### config.mk
export PLATFORM = sky130hd
export DESIGN_NAME = stun_message_validator
export DESIGN_NICKNAME = d
export VERILOG_FILES = /design/src/hdl/smv_pkg.sv /design/src/hdl/smv_in_reg.sv /design/src/hdl/smv_walk.sv /design/src/hdl/smv_out_reg.sv /design/src/hdl/stun_message_validator.sv
export SDC_FILE = /design/constraint.sdc
export NUM_CORES = 1
export LEC_CHECK = 0
export BUFFER_PORTS_ARGS = -buffer_cell sky130_fd_sc_hd__buf_2
export CAP_MARGIN = 10
export CORE_MARGIN = 2
export CORE_UTILIZATION = 55
export CTS_CLUSTER_SIZE = 10
export DETAILED_ROUTE_END_ITERATION = 16
export GPL_TIMING_DRIVEN = 0
export PLACE_DENSITY = 0.74
export SLEW_MARGIN = 0
export SYNTH_ARGS = -nofsm -noshare
export SYNTH_HDL_FRONTEND = slang
export SYNTH_SLANG_ARGS = --single-unit
### constraint.sdc
create_clock -name clk -period 9.6 [get_ports clk]
set_clock_uncertainty 0.2 [all_clocks]
set_input_delay 0 -clock clk [delete_from_list [all_inputs] [get_ports clk]]
set_output_delay 0 -clock clk [all_outputs]
set_load 0.01 [all_outputs]
### src/hdl/smv_pkg.sv
`timescale 1ns / 1ps
// ----------------------------------------------------------------------------
// smv_pkg
// Shared types and constants for the stun message validator.
// ----------------------------------------------------------------------------
package smv_pkg;

  localparam int unsigned IN_TDATA_W  = 8;
  localparam int unsigned OUT_TDATA_W = 152;

  localparam int unsigned POS_W   = 17;
  localparam int unsigned HDR_W   = 18;
  localparam int unsigned COUNT_W = 14;

  localparam logic [31:0]        MAGIC_COOKIE   = 32'h2112_A442;
  localparam logic [15:0]        CLASS_BITS     = 16'h0110;
  localparam logic [15:0]        METHOD_BINDING = 16'h0001;
  localparam logic [POS_W-1:0]   HEADER_BYTES   = 17'd20;
  localparam logic [HDR_W-1:0]   FIRST_ATTR_POS = 18'd20;
  localparam logic [POS_W-1:0]   POS_MAX        = 17'h1_FFFF;
  localparam logic [COUNT_W-1:0] COUNT_MAX      = 14'h3FFF;

  typedef enum logic [2:0] {
    ERR_OK         = 3'd0,
    ERR_SHORT      = 3'd1,
    ERR_START_BITS = 3'd2,
    ERR_MAGIC      = 3'd3,
    ERR_UNALIGNED  = 3'd4,
    ERR_SIZE       = 3'd5,
    ERR_METHOD     = 3'd6,
    ERR_OVERRUN    = 3'd7
  } err_t;

  typedef struct packed {
    logic [7:0] data_byte;
    logic       last;
  } item_t;

  typedef struct packed {
    err_t               error_code;
    logic [15:0]        message_type;
    logic [1:0]         message_class;
    logic               response_flag;
    logic [15:0]        msg_length;
    logic [31:0]        transaction_id_high;
    logic [63:0]        transaction_id_low;
    logic [COUNT_W-1:0] attribute_count;
  } result_t;

endpackage

### src/hdl/smv_in_reg.sv
`timescale 1ns / 1ps
// ----------------------------------------------------------------------------
// smv_in_reg
// Input register stage holding one datagram byte and its last mark.
// ----------------------------------------------------------------------------
module smv_in_reg (
  input  logic           clk,
  input  logic           rst_n,
  input  logic           in_valid,
  output logic           in_ready,
  input  smv_pkg::item_t in_item,
  output logic           st_valid,
  input  logic           st_take,
  output smv_pkg::item_t st_item
);
  import smv_pkg::*;

  logic  valid_r;
  item_t item_r;

  assign in_ready = !valid_r || st_take;
  assign st_valid = valid_r;
  assign st_item  = item_r;

  always_ff @(posedge clk) begin
    if (!rst_n) begin
      valid_r <= 1'b0;
    end else if (in_ready) begin
      valid_r <= in_valid;
    end
  end

  always_ff @(posedge clk) begin
    if (in_ready && in_valid) begin
      item_r <= in_item;
    end
  end

endmodule

### src/hdl/smv_walk.sv
`timescale 1ns / 1ps
// ----------------------------------------------------------------------------
// smv_walk
// Header capture, attribute walk, verdict: one byte a cycle, last on res_free.
// ----------------------------------------------------------------------------
module smv_walk (
  input  logic             clk,
  input  logic             rst_n,
  input  logic             st_valid,
  input  smv_pkg::item_t   st_item,
  output logic             st_take,
  input  logic             res_free,
  output logic             res_valid,
  output smv_pkg::result_t res
);
  import smv_pkg::*;

  logic [POS_W-1:0]   pos_r,    pos_nxt;
  logic [15:0]        type_r,   type_nxt;
  logic [15:0]        len_r,    len_nxt;
  logic [31:0]        cookie_r, cookie_nxt;
  logic [31:0]        tidu_r,   tidu_nxt;
  logic [63:0]        tidl_r,   tidl_nxt;
  logic [HDR_W-1:0]   nhp_r,    nhp_nxt;
  logic [15:0]        alc_r,    alc_nxt;
  logic [HDR_W-1:0]   lve_r,    lve_nxt;
  logic [COUNT_W-1:0] cnt_r,    cnt_nxt;

  logic [7:0]       b;
  logic [HDR_W:0]   pos_ext;
  logic [HDR_W:0]   hdr2;
  logic [HDR_W:0]   hdr3;
  logic [15:0]      attr_len;
  logic [16:0]      padded;
  logic [POS_W-1:0] size_need;
  err_t             verdict;

  assign b        = st_item.data_byte;
  assign pos_ext  = {2'b00, pos_r};
  assign hdr2     = {1'b0, nhp_r} + 19'd2;
  assign hdr3     = {1'b0, nhp_r} + 19'd3;
  assign attr_len = alc_r | {8'h00, b};
  assign padded   = ({1'b0, attr_len} + 17'd3) & 17'h1_FFFC;

  assign st_take   = st_valid && (!st_item.last || res_free);
  assign res_valid = st_take && st_item.last;

  // capture of one byte into the header fields or the attribute walk
  always_comb begin
    pos_nxt    = pos_r;
    type_nxt   = type_r;
    len_nxt    = len_r;
    cookie_nxt = cookie_r;
    tidu_nxt   = tidu_r;
    tidl_nxt   = tidl_r;
    nhp_nxt    = nhp_r;
    alc_nxt    = alc_r;
    lve_nxt    = lve_r;
    cnt_nxt    = cnt_r;
    if (pos_r != POS_MAX) begin
      pos_nxt = pos_r + 17'd1;
      if (pos_r < 17'd2) begin
        type_nxt = {type_r[7:0], b};
      end else if (pos_r < 17'd4) begin
        len_nxt = {len_r[7:0], b};
      end else if (pos_r < 17'd8) begin
        cookie_nxt = {cookie_r[23:0], b};
      end else if (pos_r < 17'd12) begin
        tidu_nxt = {tidu_r[23:0], b};
      end else if (pos_r < HEADER_BYTES) begin
        tidl_nxt = {tidl_r[55:0], b};
      end else if (pos_ext == hdr2) begin
        alc_nxt = {b, 8'h00};
      end else if (pos_ext == hdr3) begin
        alc_nxt = attr_len;
        lve_nxt = nhp_r + 18'd4 + {2'b00, attr_len};
        nhp_nxt = nhp_r + 18'd4 + {1'b0, padded};
        if (cnt_r != COUNT_MAX) begin
          cnt_nxt = cnt_r + 14'd1;
        end
      end
    end
  end

  assign size_need = HEADER_BYTES + {1'b0, len_nxt};

  always_comb begin
    if (pos_nxt < HEADER_BYTES) begin
      verdict = ERR_SHORT;
    end else if (type_nxt[15:14] != 2'b00) begin
      verdict = ERR_START_BITS;
    end else if (cookie_nxt != MAGIC_COOKIE) begin
      verdict = ERR_MAGIC;
    end else if (len_nxt[1:0] != 2'b00) begin
      verdict = ERR_UNALIGNED;
    end else if (pos_nxt != size_need) begin
      verdict = ERR_SIZE;
    end else if ((type_nxt & ~CLASS_BITS) != METHOD_BINDING) begin
      verdict = ERR_METHOD;
    end else if (lve_nxt > {1'b0, pos_nxt}) begin
      verdict = ERR_OVERRUN;
    end else begin
      verdict = ERR_OK;
    end
  end

  always_comb begin
    res.error_code          = verdict;
    res.message_type        = type_nxt;
    res.message_class       = {type_nxt[8], type_nxt[4]};
    res.response_flag       = type_nxt[8];
    res.msg_length          = len_nxt;
    res.transaction_id_high = tidu_nxt;
    res.transaction_id_low  = tidl_nxt;
    res.attribute_count     = cnt_nxt;
  end

  always_ff @(posedge clk) begin
    if (!rst_n || (st_take && st_item.last)) begin
      pos_r    <= '0;
      type_r   <= '0;
      len_r    <= '0;
      cookie_r <= '0;
      tidu_r   <= '0;
      tidl_r   <= '0;
      nhp_r    <= FIRST_ATTR_POS;
      alc_r    <= '0;
      lve_r    <= '0;
      cnt_r    <= '0;
    end else if (st_take) begin
      pos_r    <= pos_nxt;
      type_r   <= type_nxt;
      len_r    <= len_nxt;
      cookie_r <= cookie_nxt;
      tidu_r   <= tidu_nxt;
      tidl_r   <= tidl_nxt;
      nhp_r    <= nhp_nxt;
      alc_r    <= alc_nxt;
      lve_r    <= lve_nxt;
      cnt_r    <= cnt_nxt;
    end
  end

endmodule

### src/hdl/smv_out_reg.sv
`timescale 1ns / 1ps
// ----------------------------------------------------------------------------
// smv_out_reg
// Result register that holds one verdict until the sink takes it.
// ----------------------------------------------------------------------------
module smv_out_reg (
  input  logic             clk,
  input  logic             rst_n,
  input  logic             res_valid,
  input  smv_pkg::result_t res,
  output logic             res_free,
  output logic             out_valid,
  input  logic             out_ready,
  output smv_pkg::result_t out_res
);
  import smv_pkg::*;

  logic    valid_r;
  result_t res_r;

  assign res_free  = !valid_r || out_ready;
  assign out_valid = valid_r;
  assign out_res   = res_r;

  always_ff @(posedge clk) begin
    if (!rst_n) begin
      valid_r <= 1'b0;
    end else if (res_valid) begin
      valid_r <= 1'b1;
    end else if (out_ready) begin
      valid_r <= 1'b0;
    end
  end

  always_ff @(posedge clk) begin
    if (res_valid) begin
      res_r <= res;
    end
  end

endmodule

### src/hdl/stun_message_validator.sv
`timescale 1ns / 1ps
// ----------------------------------------------------------------------------
// stun_message_validator
// Parses a stun datagram one byte a word and gives one verdict per datagram.
// ----------------------------------------------------------------------------
// the in_tlast word is registered in smv_in_reg, and its verdict is then registered in smv_out_reg
// throughput: one byte per cycle, set by the combinational header walk
// a waiting verdict stalls input only when the next datagram ends
// reset clears the walk state and both valid registers, no output pending
module stun_message_validator (
  input  logic                             clk,
  input  logic                             rst_n,
  input  logic                             in_tvalid,
  output logic                             in_tready,
  input  logic [smv_pkg::IN_TDATA_W-1:0]   in_tdata,   // [7:0] data_byte
  input  logic                             in_tlast,   // end_of_datagram
  output logic                             out_tvalid,
  input  logic                             out_tready,
  output logic [smv_pkg::OUT_TDATA_W-1:0]  out_tdata   // [2:0] error_code,
                                  // [18:3] message_type,
                                  // [20:19] message_class, [21] response_flag,
                                  // [37:22] msg_length,
                                  // [69:38] transaction_id_high,
                                  // [133:70] transaction_id_low,
                                  // [147:134] attribute_count, [151:148] zero
);
  import smv_pkg::*;

  item_t   in_item;
  item_t   st_item;
  logic    st_valid;
  logic    st_take;
  logic    res_free;
  logic    res_valid;
  result_t res;
  result_t out_res;

  assign in_item.data_byte = in_tdata;
  assign in_item.last      = in_tlast;

  smv_in_reg u_in_reg (
    .clk      (clk),
    .rst_n    (rst_n),
    .in_valid (in_tvalid),
    .in_ready (in_tready),
    .in_item  (in_item),
    .st_valid (st_valid),
    .st_take  (st_take),
    .st_item  (st_item)
  );

  smv_walk u_walk (
    .clk       (clk),
    .rst_n     (rst_n),
    .st_valid  (st_valid),
    .st_item   (st_item),
    .st_take   (st_take),
    .res_free  (res_free),
    .res_valid (res_valid),
    .res       (res)
  );

  smv_out_reg u_out_reg (
    .clk       (clk),
    .rst_n     (rst_n),
    .res_valid (res_valid),
    .res       (res),
    .res_free  (res_free),
    .out_valid (out_tvalid),
    .out_ready (out_tready),
    .out_res   (out_res)
  );

  assign out_tdata = {4'b0000,
                      out_res.attribute_count,
                      out_res.transaction_id_low,
                      out_res.transaction_id_high,
                      out_res.msg_length,
                      out_res.response_flag,
                      out_res.message_class,
                      out_res.message_type,
                      out_res.error_code};

endmodule

==> results of run 1 <==
==> sequential cells by signal, indices dropped and copies added (netlist names), 17 cells and up <==
name	cells
u_out_reg.out_res	145
u_walk.tidl_r	64
u_walk.cookie_r	32
u_walk.tidu_r	32
u_walk.lve_r	18
u_walk.pos_r	17
==> synth_stat cells (44+ instances only) <==
| cell | count | share of area |
|---|---|---|
| nor2_1 | 196 | 0.038 |
| nand2_1 | 345 | 0.066 |
| edfxtp_1 | 154 | 0.24 |
| xor2_1 | 54 | 0.024 |
| xnor2_1 | 55 | 0.025 |
| clkbuf_1 | 99 | 0.019 |
| nor3_1 | 68 | 0.017 |
| dfxtp_1 | 243 | 0.25 |
| mux2_2 | 120 | 0.069 |
| inv_1 | 44 | 0.0085 |
| ha_1 | 52 | 0.033 |
| nand3_1 | 61 | 0.016 |
| a21oi_1 | 178 | 0.046 |
==> path summary, 6_finish.rpt <==
path,end
setup / recovery,u_out_reg.out_res[145]$_SDFFCE_PP1P_
hold / removal,u_in_reg.st_item[3]$_DFFE_PP_
setup reg to reg,u_out_reg.out_res[145]$_SDFFCE_PP1P_
hold reg to reg,u_walk.lve_r[12]$_SDFFE_PP0P_
==> through the flow <==
stage / instance area [sq um] / worst slack, ns / cells / util / hold slack (ns)
after global placement: 20940 / 1.593 / 2703 / 0.5931 / -0.02357
final: 22620 / 3.915 / 2816 / 0.6406 / 0.1380
after floorplan: 19560 / 4.065 / 2080 / - / -0.1011
after CTS: 22610 / 4.059 / 2813 / 0.6403 / 0.08750
after global routing: 22610 / 3.665 / 2813 / 0.6403 / 0.1669
after detailed placement: 21000 / 4.102 / 2705 / 0.5948 / -0.02191
==> power by group through the flow <==
stage / Combinational (mW) / Clock, mW / Sequential (mW)
after floorplan: 0.157 / 0 / 1.84
after CTS: 0.259 / 1.64 / 1.80
final: 0.265 / 1.62 / 1.80
after detailed placement: 0.251 / 0 / 1.83
after global routing: 0.285 / 1.71 / 1.80
after global placement: 0.243 / 0 / 1.84
==> layout make-up <==
cell class	count	area, sq um
antenna	3	7.507
buffer	143	631.9
clock buffer	81	1313
clock inverter	4	63.81
fill	2854	12690
inverter	44	165.2
multi-input combinational	1496	9275
sequential	397	9489
tap	461	576.8
timing repair buffer	187	1096
==> worst max-delay path, delay by kind of cell (launching register included) <==
kind | cells | cell delay (ns)
simple gates | 8 | 1.44
compound gates | 11 | 1.97
buf+inv | 2 | 0.91
fa+ha+maj | 2 | 0.51
flops | 1 | 0.39
==> layer usage <==
layer  up-vias  share of wire
li1       7796              -
met1      7783           0.42
met2       759           0.46
met3       113          0.088
met4         2          0.031
met5         -        0.00016
==> kinds of logic after synthesis <==
family | Yosys count
adders and majority gates | 54
AOI/OAI and AO/OA | 335
xor gates and xnor gates | 109
DFF | 397
other | 1
muxes | 151
buffers and inverters | 187
and+or+nand+nor | 843
==> metrics.md, run 1 <==
| Metric | Value |
|---|---|
| Status | finished clean |
| RSZ-0062 raised after global routing | false |
| GR peak layer | met2 |
| Gp weighted congestion | 0.9735 |
| Setup Fix Bufs, Post-CTS | 0 |
| Synth Area in Simple Gates | 0.2004 |
| Grt met1 use | 0.4048 |
| Cts hold-fix bufs | 23 |
| Final Cycle Share | 0.5922 |
| Gr usage total | 0.3011 |
| Switching share of power | 0.2412 |
| Largest family of logic cells by synthesized area | simple AND/OR/NAND/NOR gates |
| Clock sink count | 397 |
| DIE HEIGHT | 192.5 um |
| Min Tclk post-route | between 5 and 6 ns |
| Total Nets Final | 2382 |
| CP required | 9.71 ns |
| Int Pwr | roughly 2.8 mW |
| Synth Area in Compound Gates | 0.1033 |
| Share of cells above drive strength 1 | 0.1675 |
| Mean Syn Cell Area | 9.410 sq um |
| Syn Inst Count | 2077 |
| Antenna violation net count after detailed routing | 0 |
| Final hold vios | 0 |
| Commonest non-fill, non-tap cell in the layout | nand2_1 |
| Net Switching | 0.8877 mW |
| Adder-cell share of the synthesized area | 0.03534 |
| Via count | 16450 |
| Total power | 3.680 mW |
| Sequential fraction of design power | 0.489 |
| Clk pin slew, worst setup/hold paths | ~0.06 ns |
| CTS root buf | clkbuf_16 |
| Ys flop type | dfxtp_1 |
| Most frequent cells in the layout | 345 x nand2_1, 243 x dfxtp_1, 196 x nor2_1 |
| EDFF count, synth | between 150 and 200 |
| DRT iter0 DRCs | 1614 |
| Slew Viols, Final | 0 |
| Vias per Instance | ~5.8 |
| Die Span X | 192.5 um |
| Final setup viols | 0 |
| DP Wirelength | 40490 um |
| 1st-pass router iterations | 6 |
| Slew headroom | 0.1741 |
| H-Tree Depth | 2 |
| Critical Path, Cell by Cell | clkbuf_1 -> nor2_1 -> inv_1 -> ha_1 -> nor2b_1 -> o21ai_0 -> a21boi_0 -> o21a_1 -> o21ai_0 -> a21boi_0 -> or3_1 -> nand2_1 -> o21ai_0 -> ha_1 -> a21o_1 -> a21oi_1 -> o21ai_0 -> nor3_1 -> nand3_1 -> o211ai_1 -> a21oi_1 -> nor4_1 -> nor2_1 |
| VDD IR max | 0.1693 mV |
| Post-synthesis sequential area ratio | 0.4855 |
| Flops & latches, synth | 397 |
| Ports | 167 |
| Rows | 69 |
| CTS buffer count | between 40 and 50 |
| WL final | 56430 um |
| Worst Path Arrival | 5.79 ns |
| HP Class | primary input to flop |
| Worst Max-Slew Pin Slew | 1.228 ns |
| # DRC | 0 |
| Hold Path Stages | 3 |
| Congestion Overflow GR | 0 |
| Global-route wire length before repair | 84880 um |
| Antenna violations before repair | 3 |
| Number of max-cap violations | 0 |
| WL per Instance | 20.04 um |
| Clock tree buffer depth | 3 |
| CTS tree | done |
| PortBufs | 162 |
| Crit path max fanout | 10 |
| Crit path largest cell delay | 0.76 ns |
| Most used cell, CP | o21ai_0 |
| Leak | 8.985 nW |
| Die area | 37060 sq um |
| CP startpoint | u_in_reg.st_item[5]$_DFFE_PP_ |
| Crit Path Class | flop to flop |
| Multiplexer area fraction after synthesis | 0.08565 |
| Post-Route Setup TNS | 0 ns |
| Synth-to-Final Area Change | 15.72% |
| Vias in the first global route | roughly 15000 |
| Cell variety after synth | 75 |
| Logic pwr share | 0.072 |
| GR Util met3 | 0.05456 |
| P per Cell Area | between 150 and 200 nW/um^2 |
| Fmax | 175.9 MHz |
| Worst setup EP type | flop |
| CP max-delay cell | clkbuf_1 |
| Hold Startpoint | out_tready |
| Ys Warns | 0 |
| Largest net degree at the start of global routing | 77 |
| Register-to-Register Path Depth | 23 |
| Ys async rst share | 0 |
| # resized after CTS | 0 |
| Core box area | 35310 sq um |
| Reg2reg setup slack | about 3.9 ns |
| Worst-Skew Late Latency | 0.58 ns |
| Post-synthesis cell area | 19540 sq um |
| Initial core utilization | 0.5535 |
| XOR/XNOR Fraction of Synth Area | 0.04884 |
| Global Route met2 Usage | 0.4844 |
| Clock power share | 0.439 |
| Startpoint Class | flop |
| Reg-to-Reg Start | u_in_reg.st_item[5]$_DFFE_PP_ |
No activity file was read; power rests on OpenSTA's default activity.
==> run 2, diff against run 1 <==
--- a/config.mk
+++ b/config.mk
@@ -8,11 +8,11 @@
 export BUFFER_PORTS_ARGS = -buffer_cell sky130_fd_sc_hd__buf_2
 export CAP_MARGIN = 10
 export CORE_MARGIN = 2
-export CORE_UTILIZATION = 55
+export CORE_UTILIZATION = 54
 export CTS_CLUSTER_SIZE = 10
 export DETAILED_ROUTE_END_ITERATION = 16
 export GPL_TIMING_DRIVEN = 0
-export PLACE_DENSITY = 0.74
+export PLACE_DENSITY = 0.76
 export SLEW_MARGIN = 0
 export SYNTH_ARGS = -nofsm -noshare
 export SYNTH_HDL_FRONTEND = slang
==> constraint.sdc (replaced) <==
create_clock -name clk -period 4.93 [get_ports clk]
set_clock_uncertainty 0.2 [all_clocks]
set_input_delay 0 -clock clk [delete_from_list [all_inputs] [get_ports clk]]
set_output_delay 0 -clock clk [all_outputs]
set_load 0.01 [all_outputs]
==> run 2 against run 1 <==
Total power is 97% higher; cell count increased by 0.39%; critical path type unchanged; utilization increased by 0.94 points; cell area is 2.2% higher; sequential share of layout area is 0.81 points lower; count of clock-buffer cells in the layout is 4 lower; sequential power grew 94%; first-iteration DRC count down 11%; clock power rose by 98%.
==> metrics.md, run 2 (synthesis results as in run 1) <==
| Metric | Value |
|---|---|
| Status | finished clean (unchanged) |
| CTS root buf | clkbuf_16 (unchanged) |
| Core box area | 35570 sq um (was 35310 sq um) |
| CTS tree | done (unchanged) |
| Post-Route Setup TNS | 0 ns (unchanged) |
| Final instance area | 23120 sq um (was 22620 sq um) |
| N_diodes | 0 (was 3) |
| Rows | 69 (unchanged) |
| Commonest non-fill, non-tap cell in the layout | nand2_1 (unchanged) |
| Crit path largest cell delay | 0.40 ns (was 0.76 ns) |
| # DRC | 0 (unchanged) |
| Final std cells w/o fill | 2827 (was 2816) |
| Clock sink count | 397 (unchanged) |
| Worst-Skew Late Latency | 0.57 ns (was 0.58 ns) |
| P per Cell Area | 313.0 nW/um^2 (was 162.7 nW/um^2) |
| Clk pin slew, worst setup/hold paths | 0.06 ns (about the same) |
| Hold Startpoint | out_tready (unchanged) |
| Gr usage total | 0.2900 (was 0.3011) |
| Buf/Inv on CP | 1 (was 2) |
| Min Tclk post-route | 4.804 ns (was 5.685 ns) |
| Reg-to-Reg Start | u_walk.nhp_r[5]$_SDFFE_PP0P_ (was u_in_reg.st_item[5]$_DFFE_PP_) |
| Crit Path Class | flop to flop (unchanged) |
| Worst Path Arrival | 4.89 ns (was 5.79 ns) |
| Gp weighted congestion | 0.9677 (was 0.9735) |
| Critical Path, Cell by Cell | and4_4 -> nand2b_4 -> nor2_1 -> xor2_1 -> ha_1 -> o2111a_1 -> and3_1 -> a21o_1 -> a41o_1 -> o21a_1 -> nor2_2 -> xnor2_2 -> mux2_4 -> ha_4 -> nand4_1 -> nor2_1 -> nand4_1 -> o211ai_1 -> buf_4 -> and3b_2 -> nor4_1 -> o21a_1 (was clkbuf_1 -> nor2_1 -> inv_1 -> ha_1 -> nor2b_1 -> o21ai_0 -> a21boi_0 -> o21a_1 -> o21ai_0 -> a21boi_0 -> or3_1 -> nand2_1 -> o21ai_0 -> ha_1 -> a21o_1 -> a21oi_1 -> o21ai_0 -> nor3_1 -> nand3_1 -> o211ai_1 -> a21oi_1 -> nor4_1 -> nor2_1) |
| WL final | 56890 um (was 56430 um) |
| Slew Viols, Final | 0 (unchanged) |
| Largest register FFs | 145 (unchanged) |
| Die Span X | 194.3 um (was 192.5 um) |
| VDD IR max | 0.3115 mV (was 0.1693 mV) |
| CP max-delay cell | dfxtp_4 (was clkbuf_1) |
| DP Wirelength | 40800 um (was 40490 um) |
| Number of max-cap violations | 0 (unchanged) |
| Leak | 9.204 nW (was 8.985 nW) |
| 1st-pass router iterations | 6 (unchanged) |
| DRT iter0 DRCs | 1443 (was 1614) |
| Ports | 167 (unchanged) |
| Initial core utilization | 0.5495 (was 0.5535) |
| Fmax | 208.2 MHz (was 175.9 MHz) |
| RSZ-0062 raised after global routing | true (was false) |
| Global-route wire length before repair | 86870 um (was 84880 um) |
| Final hold slack | 0.1589 ns (was 0.1380 ns) |
| Critical Path Stages | 22 (was 23) |
| CP required | 5.01 ns (was 9.71 ns) |
| Antenna violations before repair | 0 (was 3) |
| DIE HEIGHT | 194.3 um (was 192.5 um) |
| Worst Max-Slew Pin Slew | 1.236 ns (was 1.228 ns) |
| PortBufs | 162 (unchanged) |
| Hold Path Stages | 3 (unchanged) |
| Slew headroom | 0.1691 (was 0.1741) |
| Vias per Instance | 5.891 (was 5.843) |
| Post-DP Area | 21000 sq um (about the same) |
| Worst setup EP type | flop (unchanged) |
| Register-to-Register Path Depth | 22 (was 23) |
| HP Class | primary input to flop (unchanged) |
| Inst Count DP | 2705 (unchanged) |
| Most frequent cells in the layout | 344 x nand2_1, 234 x dfxtp_1, 190 x nor2_1 (was 345 x nand2_1, 243 x dfxtp_1, 196 x nor2_1) |
| Final hold vios | 0 (unchanged) |
| CP startpoint | u_walk.nhp_r[5]$_SDFFE_PP0P_ (was u_in_reg.st_item[5]$_DFFE_PP_) |
| Finished Core Util | 0.6499 (was 0.6406) |
| Die area | 37730 sq um (was 37060 sq um) |
| Synth-to-Final Area Change | 18.28% (was 15.72%) |
| Via count | 16650 (was 16450) |
| H-Tree Depth | 2 (unchanged) |
| Crit path max fanout | 5 (was 10) |
| Final setup viols | 0 (unchanged) |
| WL per Instance | 20.12 um (was 20.04 um) |
| Clock tree buffer depth | 3 (unchanged) |
| Largest net degree at the start of global routing | 56 (was 77) |
| Share of cells above drive strength 1 | 0.1978 (was 0.1675) |
| Vias in the first global route | 15520 (was 15210) |
| CP top delay family | simple AND/OR/NAND/NOR gates (was compound AO/OA/AOI/OAI gates) |
| Final Cycle Share | 0.9745 (was 0.5922) |
| Total Nets Final | 2400 (was 2382) |
| Congestion Overflow GR | 0 (unchanged) |
| CTS buffer count | 46 (unchanged) |
| Antenna violation net count after detailed routing | 0 (unchanged) |
| Startpoint Class | flop (unchanged) |
run 2: layout make-up:
class | instances | area, sq um
multi-input cells | 1496 | 9570
inverters | 44 | 165.2
well taps | 461 | 576.8
fillers | 2848 | 12450
clock buffers | 77 | 1309
flip-flops and latches | 397 | 9510
repair buffers | 208 | 1244
clock inverters | 4 | 88.84
plain buffers | 140 | 653.1
run 2: metrics by stage:
stage	power, mW	worst slack (ns)
floorplan	3.876	0.5869
global placement	4.037	-0.5326
CTS	7.239	0.02038
detailed placement	4.050	-0.6061
finish	7.236	0.1258
global route	7.438	-0.07961
run 2: per-layer routing:
layer  GRT usage  up-vias  part of all wire
met5           0        -                 0
met4      0.1035        0             0.033
met3     0.04088      115             0.071
met2      0.4738      701              0.47
met1      0.3948     8011              0.43
li1            -     7826                 -
run 2: where the power goes:
part	internal (mW)	switching, mW
Sequential	3.46	0.0413
Clock	1.91	1.30
Combinational	0.178	0.347
Total	5.55	1.69
run 2: worst reg2reg max path: stages, from the launching register on:
cell and delay, ns:
dfxtp_4 0.40, and4_4 0.27, nand2b_4 0.08, nor2_1 0.14, xor2_1 0.28, ha_1 0.33
o2111a_1 0.16, and3_1 0.19, a21o_1 0.15, a41o_1 0.24, o21a_1 0.21, nor2_2 0.16
xnor2_2 0.09, mux2_4 0.29, ha_4 0.27, nand4_1 0.10, nor2_1 0.12, nand4_1 0.10
o211ai_1 0.10, buf_4 0.16, and3b_2 0.20, nor4_1 0.05, o21a_1 0.23
run 2: timing repair:
action / CTS / global route
resized for setup: 21 / 65
setup endpoints to repair: 3 / 5
hold buffers: 22 / 0
endpoints found under the hold margin: 24 / 0
pin swaps: 2 / 22
cloned: 0 / 0
buffers inserted: 4 / 18
run 2: worst paths after layout:
kind / endpoint / slack (ns)
hold / removal: u_in_reg.st_item[4]$_DFFE_PP_ / 0.16
setup / recovery: u_out_reg.out_res[146]$_SDFFCE_PP0P_ / 0.13
setup reg to reg: u_out_reg.out_res[146]$_SDFFCE_PP0P_ / 0.13
hold reg to reg: u_walk.lve_r[12]$_SDFFE_PP0P_ / 0.25
